--- config.mk ---
export PLATFORM = sky130hd
export DESIGN_NAME = sorted_positions_to_wah_encoder_core
export DESIGN_NICKNAME = d
export VERILOG_FILES = /design/src/sv/spwe_pkg.sv /design/src/sv/spwe_front.sv /design/src/sv/spwe_queue.sv /design/src/sv/spwe_back.sv /design/src/sv/sorted_positions_to_wah_encoder_core.sv
export SDC_FILE = /design/constraint.sdc
export NUM_CORES = 2
export LEC_CHECK = 0
export BUFFER_PORTS_ARGS = -buffer_cell sky130_fd_sc_hd__buf_2
export CORE_MARGIN = 5
export CORE_UTILIZATION = 35
export CTS_BUF_LIST = sky130_fd_sc_hd__clkbuf_4
export CTS_CLUSTER_DIAMETER = 50
export CTS_CLUSTER_SIZE = 10
export DETAILED_ROUTE_END_ITERATION = 8
export PLACE_DENSITY = 0.52
export RECOVER_POWER = 100
export SLEW_MARGIN = 20
export SYNTH_ARGS = -nofsm -noshare
export SYNTH_HDL_FRONTEND = slang
export SYNTH_HIERARCHICAL = 1
export SYNTH_SLANG_ARGS = --single-unit
--- constraint.sdc ---
create_clock -name clk -period 11.9 [get_ports clk]
set_input_delay 2.38 -clock clk [delete_from_list [all_inputs] [get_ports clk]]
set_output_delay 2.38 -clock clk [all_outputs]
set_load 0.01 [all_outputs]
--- src/sv/spwe_pkg.sv ---
`timescale 1ns / 1ps
// ----------------------------------------------------------------------------
// spwe_pkg
// Shared constants, queue item type and back-end phase type for the
// sorted-position to WAH bitmap encoder.
// ----------------------------------------------------------------------------
package spwe_pkg;

	localparam int POS_BITS    = 40;
	localparam int GROUP_BITS  = 63;
	localparam int CNT_BITS    = 62;
	localparam int WORD_BITS   = 64;
	// group index of a position: p / 63 < 2^(POS_BITS-5)
	localparam int GRP_BITS    = POS_BITS - 5;
	// fold steps of the divide-by-63 pipe, each removes about six bits
	localparam int DIV_STEPS   = (POS_BITS + 5) / 6;
	localparam int NUM_STAGES  = DIV_STEPS + 1;
	localparam int QUEUE_DEPTH = 4;
	localparam int QPTR_BITS   = $clog2(QUEUE_DEPTH);

	typedef struct packed {
		logic [GRP_BITS-1:0]   grp;
		logic [GROUP_BITS-1:0] mask;
		logic                  fin;
	} item_t;

	typedef enum logic [1:0] {
		PH_PLACE,
		PH_FIN,
		PH_FLUSH
	} phase_t;

endpackage

--- src/sv/spwe_front.sv ---
`timescale 1ns / 1ps
// ----------------------------------------------------------------------------
// spwe_front
// Input side: splits each position into group index and bit mask through a
// pipelined divide-by-63 (fold of base-64 digits), then pushes to the queue.
// ----------------------------------------------------------------------------
module spwe_front import spwe_pkg::*; (
	input  logic                clk,
	input  logic                arst_n,
	input  logic                in_valid,
	output logic                in_ready,
	input  logic [POS_BITS-1:0] position,
	input  logic                final_item,
	input  logic                q_full,
	output logic                push,
	output item_t               push_item
);

	logic                vld_s  [NUM_STAGES];
	logic [GRP_BITS-1:0] quot_s [NUM_STAGES];
	logic [POS_BITS-1:0] rem_s  [NUM_STAGES];
	logic                fin_s  [NUM_STAGES];

	logic                advance;
	logic [POS_BITS-1:0] rem_last;
	logic                rem_hi;
	logic [5:0]          rem_fix;
	logic [5:0]          bit_idx;

	assign advance  = !vld_s[NUM_STAGES-1] || !q_full;
	assign in_ready = advance;
	assign push     = vld_s[NUM_STAGES-1] && !q_full;

	always_ff @(posedge clk or negedge arst_n) begin
		if (!arst_n) begin
			for (int k = 0; k < NUM_STAGES; k++) begin
				vld_s[k] <= 1'b0;
			end
		end else if (advance) begin
			vld_s[0] <= in_valid;
			for (int k = 0; k < NUM_STAGES - 1; k++) begin
				vld_s[k+1] <= vld_s[k];
			end
		end
	end

	// p = 63*q + r; with r = 64*a + b this becomes q += a, r = a + b
	always_ff @(posedge clk) begin
		if (advance) begin
			quot_s[0] <= '0;
			rem_s[0]  <= position;
			fin_s[0]  <= final_item;
			for (int k = 0; k < NUM_STAGES - 1; k++) begin
				quot_s[k+1] <= quot_s[k] + GRP_BITS'(rem_s[k][POS_BITS-1:6]);
				rem_s[k+1]  <= POS_BITS'(rem_s[k][POS_BITS-1:6]) + POS_BITS'(rem_s[k][5:0]);
				fin_s[k+1]  <= fin_s[k];
			end
		end
	end

	// remainder is at most 64 here, one correction finishes it
	assign rem_last = rem_s[NUM_STAGES-1];
	assign rem_hi   = rem_last >= POS_BITS'(GROUP_BITS);
	assign rem_fix  = rem_hi ? 6'(rem_last - POS_BITS'(GROUP_BITS)) : rem_last[5:0];
	assign bit_idx  = 6'(GROUP_BITS - 1) - rem_fix;

	always_comb begin
		push_item.grp  = quot_s[NUM_STAGES-1] + GRP_BITS'(rem_hi);
		push_item.mask = GROUP_BITS'(1) << bit_idx;
		push_item.fin  = fin_s[NUM_STAGES-1];
	end

endmodule

--- src/sv/spwe_queue.sv ---
`timescale 1ns / 1ps
// ----------------------------------------------------------------------------
// spwe_queue
// Small FIFO of classified items between the front and back ends.
// ----------------------------------------------------------------------------
module spwe_queue import spwe_pkg::*; (
	input  logic  clk,
	input  logic  arst_n,
	input  logic  push,
	input  item_t push_item,
	input  logic  pop,
	output logic  full,
	output logic  head_valid,
	output item_t head_item
);

	item_t                mem_q [QUEUE_DEPTH];
	logic [QPTR_BITS-1:0] wr_ptr_q;
	logic [QPTR_BITS-1:0] rd_ptr_q;
	logic [QPTR_BITS:0]   count_q;

	assign full       = count_q == (QPTR_BITS+1)'(QUEUE_DEPTH);
	assign head_valid = count_q != '0;
	assign head_item  = mem_q[rd_ptr_q];

	always_ff @(posedge clk or negedge arst_n) begin
		if (!arst_n) begin
			wr_ptr_q <= '0;
			rd_ptr_q <= '0;
			count_q  <= '0;
		end else begin
			if (push) begin
				wr_ptr_q <= wr_ptr_q + QPTR_BITS'(1);
			end
			if (pop) begin
				rd_ptr_q <= rd_ptr_q + QPTR_BITS'(1);
			end
			case ({push, pop})
				2'b10:   count_q <= count_q + (QPTR_BITS+1)'(1);
				2'b01:   count_q <= count_q - (QPTR_BITS+1)'(1);
				default: count_q <= count_q;
			endcase
		end
	end

	always_ff @(posedge clk) begin
		if (push) begin
			mem_q[wr_ptr_q] <= push_item;
		end
	end

endmodule

--- src/sv/spwe_back.sv ---
`timescale 1ns / 1ps
// ----------------------------------------------------------------------------
// spwe_back
// Encoding side: keeps the open group and the pending one-fill, and emits
// literal and fill words into the output register, one per cycle while it is free.
// ----------------------------------------------------------------------------
module spwe_back import spwe_pkg::*; (
	input  logic                 clk,
	input  logic                 arst_n,
	input  logic                 head_valid,
	input  item_t                head_item,
	output logic                 pop,
	output logic                 out_valid,
	input  logic                 out_ready,
	output logic [WORD_BITS-1:0] code_word,
	output logic                 last_word
);

	phase_t                phase_q, phase_d;
	logic                  seen_q, seen_d;
	logic                  gap_q, gap_d;
	logic                  held_q, held_d;
	logic [GRP_BITS-1:0]   grp_q, grp_d;
	logic [GROUP_BITS-1:0] bits_q, bits_d;
	logic [CNT_BITS-1:0]   cnt_q, cnt_d;

	logic                  out_vld_q;
	logic [WORD_BITS-1:0]  word_q;
	logic                  last_q;

	logic [GRP_BITS-1:0]   g_eff;
	logic                  grp_full;
	logic                  cnt_max;
	logic                  first_gap;
	logic                  place_hit;
	logic                  close_done;
	logic                  out_free;
	logic                  go;
	logic                  emit;
	logic                  pop_item;
	logic                  last_bit;
	logic [WORD_BITS-1:0]  word;
	logic [WORD_BITS-1:0]  held_word;
	logic [WORD_BITS-1:0]  lit_word;
	logic                  cls_emit;
	logic [WORD_BITS-1:0]  cls_word;

	assign g_eff      = seen_q ? grp_q : head_item.grp;
	assign grp_full   = &bits_q;
	assign cnt_max    = &cnt_q;
	assign first_gap  = !seen_q && (head_item.grp != '0);
	assign place_hit  = !first_gap && (head_item.grp <= g_eff);
	// a non-full group with a pending fill needs the fill out first
	assign close_done = grp_full || !held_q;
	assign out_free   = !out_vld_q || out_ready;

	assign held_word  = {2'b11, cnt_q};
	assign lit_word   = {1'b0, bits_q};
	assign cls_emit   = held_q ? (!grp_full || cnt_max) : !grp_full;
	assign cls_word   = held_q ? held_word : lit_word;

	assign go  = head_valid && (!emit || out_free);
	assign pop = go && pop_item;

	// next phase
	always_comb begin
		phase_d = phase_q;
		if (go) begin
			case (phase_q)
				PH_PLACE: begin
					if (place_hit && head_item.fin) begin
						phase_d = PH_FIN;
					end
				end
				PH_FIN: begin
					if (close_done) begin
						phase_d = grp_full ? PH_FLUSH : PH_PLACE;
					end
				end
				PH_FLUSH: phase_d = PH_PLACE;
				default:  phase_d = PH_PLACE;
			endcase
		end
	end

	// word selection and state updates
	always_comb begin
		emit     = 1'b0;
		word     = '0;
		last_bit = 1'b0;
		pop_item = 1'b0;
		seen_d   = seen_q;
		gap_d    = gap_q;
		held_d   = held_q;
		grp_d    = grp_q;
		bits_d   = bits_q;
		cnt_d    = cnt_q;
		case (phase_q)
			PH_PLACE: begin
				if (first_gap) begin
					// empty groups ahead of the first position
					emit   = 1'b1;
					word   = {2'b10, CNT_BITS'(head_item.grp)};
					seen_d = 1'b1;
					grp_d  = head_item.grp;
				end else if (place_hit) begin
					seen_d = 1'b1;
					gap_d  = 1'b0;
					grp_d  = g_eff;
					if (head_item.grp == g_eff) begin
						bits_d = bits_q | head_item.mask;
					end
					pop_item = !head_item.fin;
				end else if (gap_q) begin
					emit = 1'b1;
					if (held_q) begin
						word   = held_word;
						held_d = 1'b0;
						cnt_d  = '0;
					end else begin
						word  = {2'b10, CNT_BITS'(head_item.grp - grp_q)};
						grp_d = head_item.grp;
						gap_d = 1'b0;
					end
				end else begin
					emit = cls_emit;
					word = cls_word;
					if (grp_full) begin
						held_d = 1'b1;
						cnt_d  = (held_q && !cnt_max) ? cnt_q + CNT_BITS'(1) : CNT_BITS'(1);
					end else if (held_q) begin
						held_d = 1'b0;
						cnt_d  = '0;
					end
					if (close_done) begin
						grp_d  = grp_q + GRP_BITS'(1);
						bits_d = '0;
						gap_d  = 1'b1;
					end
				end
			end
			PH_FIN: begin
				emit     = cls_emit;
				word     = cls_word;
				last_bit = close_done && !grp_full;
				if (grp_full) begin
					held_d = 1'b1;
					cnt_d  = (held_q && !cnt_max) ? cnt_q + CNT_BITS'(1) : CNT_BITS'(1);
					bits_d = '0;
				end else if (held_q) begin
					held_d = 1'b0;
					cnt_d  = '0;
				end else begin
					pop_item = 1'b1;
					seen_d   = 1'b0;
					gap_d    = 1'b0;
					grp_d    = '0;
					bits_d   = '0;
				end
			end
			PH_FLUSH: begin
				emit     = 1'b1;
				word     = held_word;
				last_bit = 1'b1;
				pop_item = 1'b1;
				seen_d   = 1'b0;
				gap_d    = 1'b0;
				held_d   = 1'b0;
				cnt_d    = '0;
				grp_d    = '0;
				bits_d   = '0;
			end
			default: begin
				emit = 1'b0;
			end
		endcase
	end

	always_ff @(posedge clk or negedge arst_n) begin
		if (!arst_n) begin
			phase_q <= PH_PLACE;
			seen_q  <= 1'b0;
			gap_q   <= 1'b0;
			held_q  <= 1'b0;
			grp_q   <= '0;
			bits_q  <= '0;
			cnt_q   <= '0;
		end else if (go) begin
			phase_q <= phase_d;
			seen_q  <= seen_d;
			gap_q   <= gap_d;
			held_q  <= held_d;
			grp_q   <= grp_d;
			bits_q  <= bits_d;
			cnt_q   <= cnt_d;
		end
	end

	always_ff @(posedge clk or negedge arst_n) begin
		if (!arst_n) begin
			out_vld_q <= 1'b0;
		end else if (go && emit) begin
			out_vld_q <= 1'b1;
		end else if (out_ready) begin
			out_vld_q <= 1'b0;
		end
	end

	always_ff @(posedge clk) begin
		if (go && emit) begin
			word_q <= word;
			last_q <= last_bit;
		end
	end

	assign out_valid = out_vld_q;
	assign code_word = word_q;
	assign last_word = last_q;

`ifndef SYNTH
	a_held_count: assert property (@(posedge clk) disable iff (!arst_n)
		held_q |-> cnt_q != '0)
		else $error("pending one-fill with zero count");

	a_flush_held: assert property (@(posedge clk) disable iff (!arst_n)
		phase_q == PH_FLUSH |-> held_q)
		else $error("flush phase without pending fill");

	a_idle_clear: assert property (@(posedge clk) disable iff (!arst_n)
		!seen_q |-> (!held_q && !gap_q && bits_q == '0))
		else $error("state not clear before first position");

	a_gap_empty: assert property (@(posedge clk) disable iff (!arst_n)
		gap_q |-> bits_q == '0)
		else $error("gap pending with bits in open group");

	a_fin_reset: assert property (@(posedge clk) disable iff (!arst_n)
		(pop && head_item.fin) |=> (!seen_q && phase_q == PH_PLACE))
		else $error("state not cleared after final item");
`endif

endmodule

--- src/sv/sorted_positions_to_wah_encoder_core.sv ---
`timescale 1ns / 1ps
// ----------------------------------------------------------------------------
// sorted_positions_to_wah_encoder_core
// Streams ascending set-bit positions into a 64-bit word-aligned hybrid
// bitmap: literals, zero-fills and merged one-fills.
// ----------------------------------------------------------------------------
//  channel  | handshake           | payload
//  ---------+---------------------+------------------------------
//  input    | in_valid / in_ready | position[39:0], final_item
//  output   | out_valid/out_ready | code_word[63:0], last_word
//
// front: one transfer per cycle unless the 4-entry queue is full and the last
// of the 8 divide-by-63 stages is occupied. back: a position in the open group
// is ORed in; one opening a later group closes the open one and sends a zero-fill
// for skipped groups, a pending one-fill going ahead of a literal or zero-fill; a
// final item closes its group and flushes a pending one-fill. out_ready low stalls
// the back, and the front once the queue is full; arst_n clears all state at once.
// ----------------------------------------------------------------------------
module sorted_positions_to_wah_encoder_core import spwe_pkg::*; (
	input  logic                 clk,
	input  logic                 arst_n,
	input  logic                 in_valid,
	output logic                 in_ready,
	input  logic [POS_BITS-1:0]  position,
	input  logic                 final_item,
	output logic                 out_valid,
	input  logic                 out_ready,
	output logic [WORD_BITS-1:0] code_word,
	output logic                 last_word
);

	logic  q_full;
	logic  push;
	item_t push_item;
	logic  pop;
	logic  head_valid;
	item_t head_item;

	spwe_front u_front (
		.clk        (clk),
		.arst_n     (arst_n),
		.in_valid   (in_valid),
		.in_ready   (in_ready),
		.position   (position),
		.final_item (final_item),
		.q_full     (q_full),
		.push       (push),
		.push_item  (push_item)
	);

	spwe_queue u_queue (
		.clk        (clk),
		.arst_n     (arst_n),
		.push       (push),
		.push_item  (push_item),
		.pop        (pop),
		.full       (q_full),
		.head_valid (head_valid),
		.head_item  (head_item)
	);

	spwe_back u_back (
		.clk        (clk),
		.arst_n     (arst_n),
		.head_valid (head_valid),
		.head_item  (head_item),
		.pop        (pop),
		.out_valid  (out_valid),
		.out_ready  (out_ready),
		.code_word  (code_word),
		.last_word  (last_word)
	);

endmodule
==> qor.txt <==
Hold Slack -> 415 ps
VDD IR max -> 0.000198 V
Largest delay share family, worst path -> buffers and inverters
Ys async rst share -> 16.8%
RePlAce Congestion -> 0.937
Area of the multi-input gates -> 24100 um2
Post-Syn Instances -> 4861
Final HPWL DP -> 114000 um
Synthesized net count -> 5144
H-tree depth -> 4
Starting Density -> 35.1%
Setup TNS -> 0 ps
Ratio of cells with drive above 1 in the final layout -> 9.89%
Clock-pin slew on the worst setup and hold paths -> 100 ps
Die W -> 414 um
Max incr delay on CP -> 2140 ps
Number of global-route vias before repair -> 39.1k
CTS tree -> yes
Worst-case clock buffer depth -> 3
# rows -> 148
R2R depth -> 16
Sink Count -> 1076
Critical-path cell list -> clkbuf_1, mux4_2, nor2b_1, a21oi_1, ha_1, a211oi_1, nor2_1, a2111oi_0, o21ai_1, o21ai_1, a22oi_1, a211oi_4, buf_4, o311a_2, buf_4, nor2_1
Crit start category -> flip-flop
Post-Syn Area -> 57100 um2
Status -> finished, violations left
Final worst-path cycle share -> 74.2%
Sequential fraction of the synthesis area -> 55.0%
CTS Hold Bufs -> 0
Drt pass-1 iters -> 9
Area grow syn2layout -> 8.29%
Failing checks -> capacitance limit, slew limit
Yosys reg bits -> 1076
Ports -> 112
Worst path required time -> 12910 ps
Avg Cell Area, Syn -> 11.7 um2
Clock Power Share -> 11.9%
Most common cell after layout, fill and taps aside -> edfxtp_1
Num CTS Buffers -> 152
Via density -> 5.55
Worst-skew pair later-pin latency -> 1190 ps
Area of placed instances -> 59800 um2
CTS root buffer -> clkbuf_4
Final setup viols -> 0
Hold depth -> 0
Largest net degree at the start of global routing -> 186
Largest fanout on the critical path -> 66
Commonest cells after routing, fill and taps aside -> edfxtp_1 (895), nor2_1 (392), nand2_1 (358)
CORE AREA -> 162000 um2
Ranking of synthesized cells by area -> edfxtp_1 (47%), dfrtp_1 (7.9%), ha_1 (4.9%)
Global route overflow -> 0
Setup CP Type -> flip-flop to flip-flop
# Max-Cap Violations -> 17
Slew Viols, Final -> 1082
Stages on worst setup path -> 16
Main flop type after synthesis -> edfxtp_1
Internal power -> 0.0111 W
Yosys top cell area share -> 47.1%
Comb power frac -> 51.0%
Hold Path Class -> flip-flop to flip-flop
Sequential share of power -> 37.0%
Fmax -> 113 MHz
Setup Buffers After CTS -> 0
GR Util met1 -> 26.2%
PD cells -> 327 nW/um2
Detail Route Antenna Nets -> 0
Net Sw Power -> 0.00907 W
Final wirelength -> 161000 um
Fin. Hold Viols -> 0
Worst Skew -> 76.3 ps
Nets@finish -> 5239
Die area -> 171000 um2
Static Leak -> 22.2 nW
PostCTS Resize Cnt -> 0
RSZ-0062 raised after global routing -> false
Gr usage total -> 18.6%
IO Port Bufs -> 111
Cell taking the most area after synthesis -> edfxtp_1
Final core occ -> 38.0%
Register area -> 31400 um2
Grt met3 use -> 3.77%
Tot Pwr -> 0.0202 W
Ys Warns -> 6
Sw Ratio -> 44.9%
Initial antenna violation count -> 6
DRC violations left -> 0
Met2 Use GR -> 28.8%
Worst-margin pin slew -> 4420 ps
Design Area, Final -> 61800 um2
Drt initial violations -> 3944
Crit-path slowest cell -> clkbuf_1
Number of flops mapped to enable cells by yosys -> 895
# fillers -> 15.8k
Gr busiest metal -> met2
Count of different cell masters after synthesis -> 99
Worst Setup End Kind -> flip-flop
First-pass GRT wire length -> 246000 um
Rel. slew slack -> -195%
Min Clock Period, post-route -> 8840 ps
DR WL/cell -> 22.2 um
Worst Path Arrival -> 9840 ps
Crit path buf inv count -> 3
Vias -> 40.3k
Height of the chip -> 414 um
power groups by stage:
stage | logic [W] | registers [W] | clock network (W)
5_1_grt | 0.0113 | 0.00766 | 0.00268
3_3_place_gp | 0.0103 | 0.00746 | 0
3_5_place_dp | 0.0103 | 0.00749 | 0
6_report | 0.0103 | 0.00748 | 0.00240
4_1_cts | 0.0104 | 0.00740 | 0.00252
2_1_floorplan | 0.00730 | 0.00712 | 0
stage by stage:
step,cells,setup WS (ps)
6_report,7255,3060
5_1_grt,7254,2100
4_1_cts,7241,4630
3_5_place_dp,6977,4660
3_3_place_gp,6977,4670
2_1_floorplan,4861,3800
routing by layer:
metal  part of all wire (%)  routed length [um]  up-vias
met2                     45               72900     1410
met4                    3.2                5130        0
met1                     45               71800    19706
li1                       -                   -    18837
met5                      0                   0        -
met3                    7.0               11400      311
cells by family after synthesis:
family	Yosys count	synth area share (%)
muxes	139	4.63
and+or+nand+nor	1427	12.2
DFF	1076	55.0
xor gates and xnor gates	383	5.89
buffers and inverters	387	2.86
adders and majority gates	238	5.42
AOI/OAI and AO/OA	1211	14.0
layout make-up:
cell class	count	share of cell area [%]
diodes	14	0.0567
flip-flops and latches	1076	50.8
inverters	165	1.00
clock inverters	62	1.00
multi-input cells	3398	38.9
clock buffers	202	2.45
well taps	2175	4.40
repair buffers	163	1.31
state kept, by name, indices dropped and copies added (netlist names), 2 cells and up:
name	count
u_back/bits_q	63
u_back/cnt_q	62
u_queue/wr_ptr_q	2
u_front/quot_s	244
u_back/code_word	64
u_queue/count_q	3
u_queue/mem_q	396
u_back/phase_q	2
u_front/fin_s	8
u_front/rem_s	182
u_front/vld_s	8
u_back/grp_q	35
u_queue/rd_ptr_q	2
synthesized netlist by cell type (30+ instances only):
cell type    n
a31oi_1     99
o21bai_1    31
a32o_1      31
a22o_1      52
a21o_1      82
nand4_1    102
nor3_1      74
o21ai_0    228
dfrtp_1    181
nor2b_1     54
o31ai_1     57
edfxtp_1   895
xnor2_1    279
xor2_1     103
mux4_2      99
and4_1      30
o22ai_1     50
clkbuf_1   151
and3_1      79
inv_1      162
nand2_1    359
nor2_1     399
a21oi_1    307
buf_2       37
nor4_1      40
ha_1       223
nand3_1    157
final timing paths:
| check | to | startpoint | slack (ps) |
|---|---|---|---|
| min | u_front/fin_s[1][1] | u_front/fin_s[1][0] | 420 |
| max reg2reg | u_back/bits_q[44] | u_queue/rd_ptr_q[0] | 3060 |
| max in group asynchronous | u_back/held_q | arst_n | 4130 |
| min reg2reg | u_front/fin_s[1][1] | u_front/fin_s[1][0] | 420 |
| min in group asynchronous | u_back/grp_q[27] | arst_n | 2360 |
| max | u_back/bits_q[44] | u_queue/rd_ptr_q[0] | 3060 |
worst reg2reg max path, stage by stage, from the launching register on:
cell and delay [ps]:
dfrtp_4 920, clkbuf_1 2150, mux4_2 840, nor2b_1 190, a21oi_1 140, ha_1 260, a211oi_1 240, nor2_1 70
a2111oi_0 630, o21ai_1 380, o21ai_1 620, a22oi_1 380, a211oi_4 280, buf_4 610, o311a_2 330, buf_4 510
nor2_1 160
(Power assumes the default switching activity.)
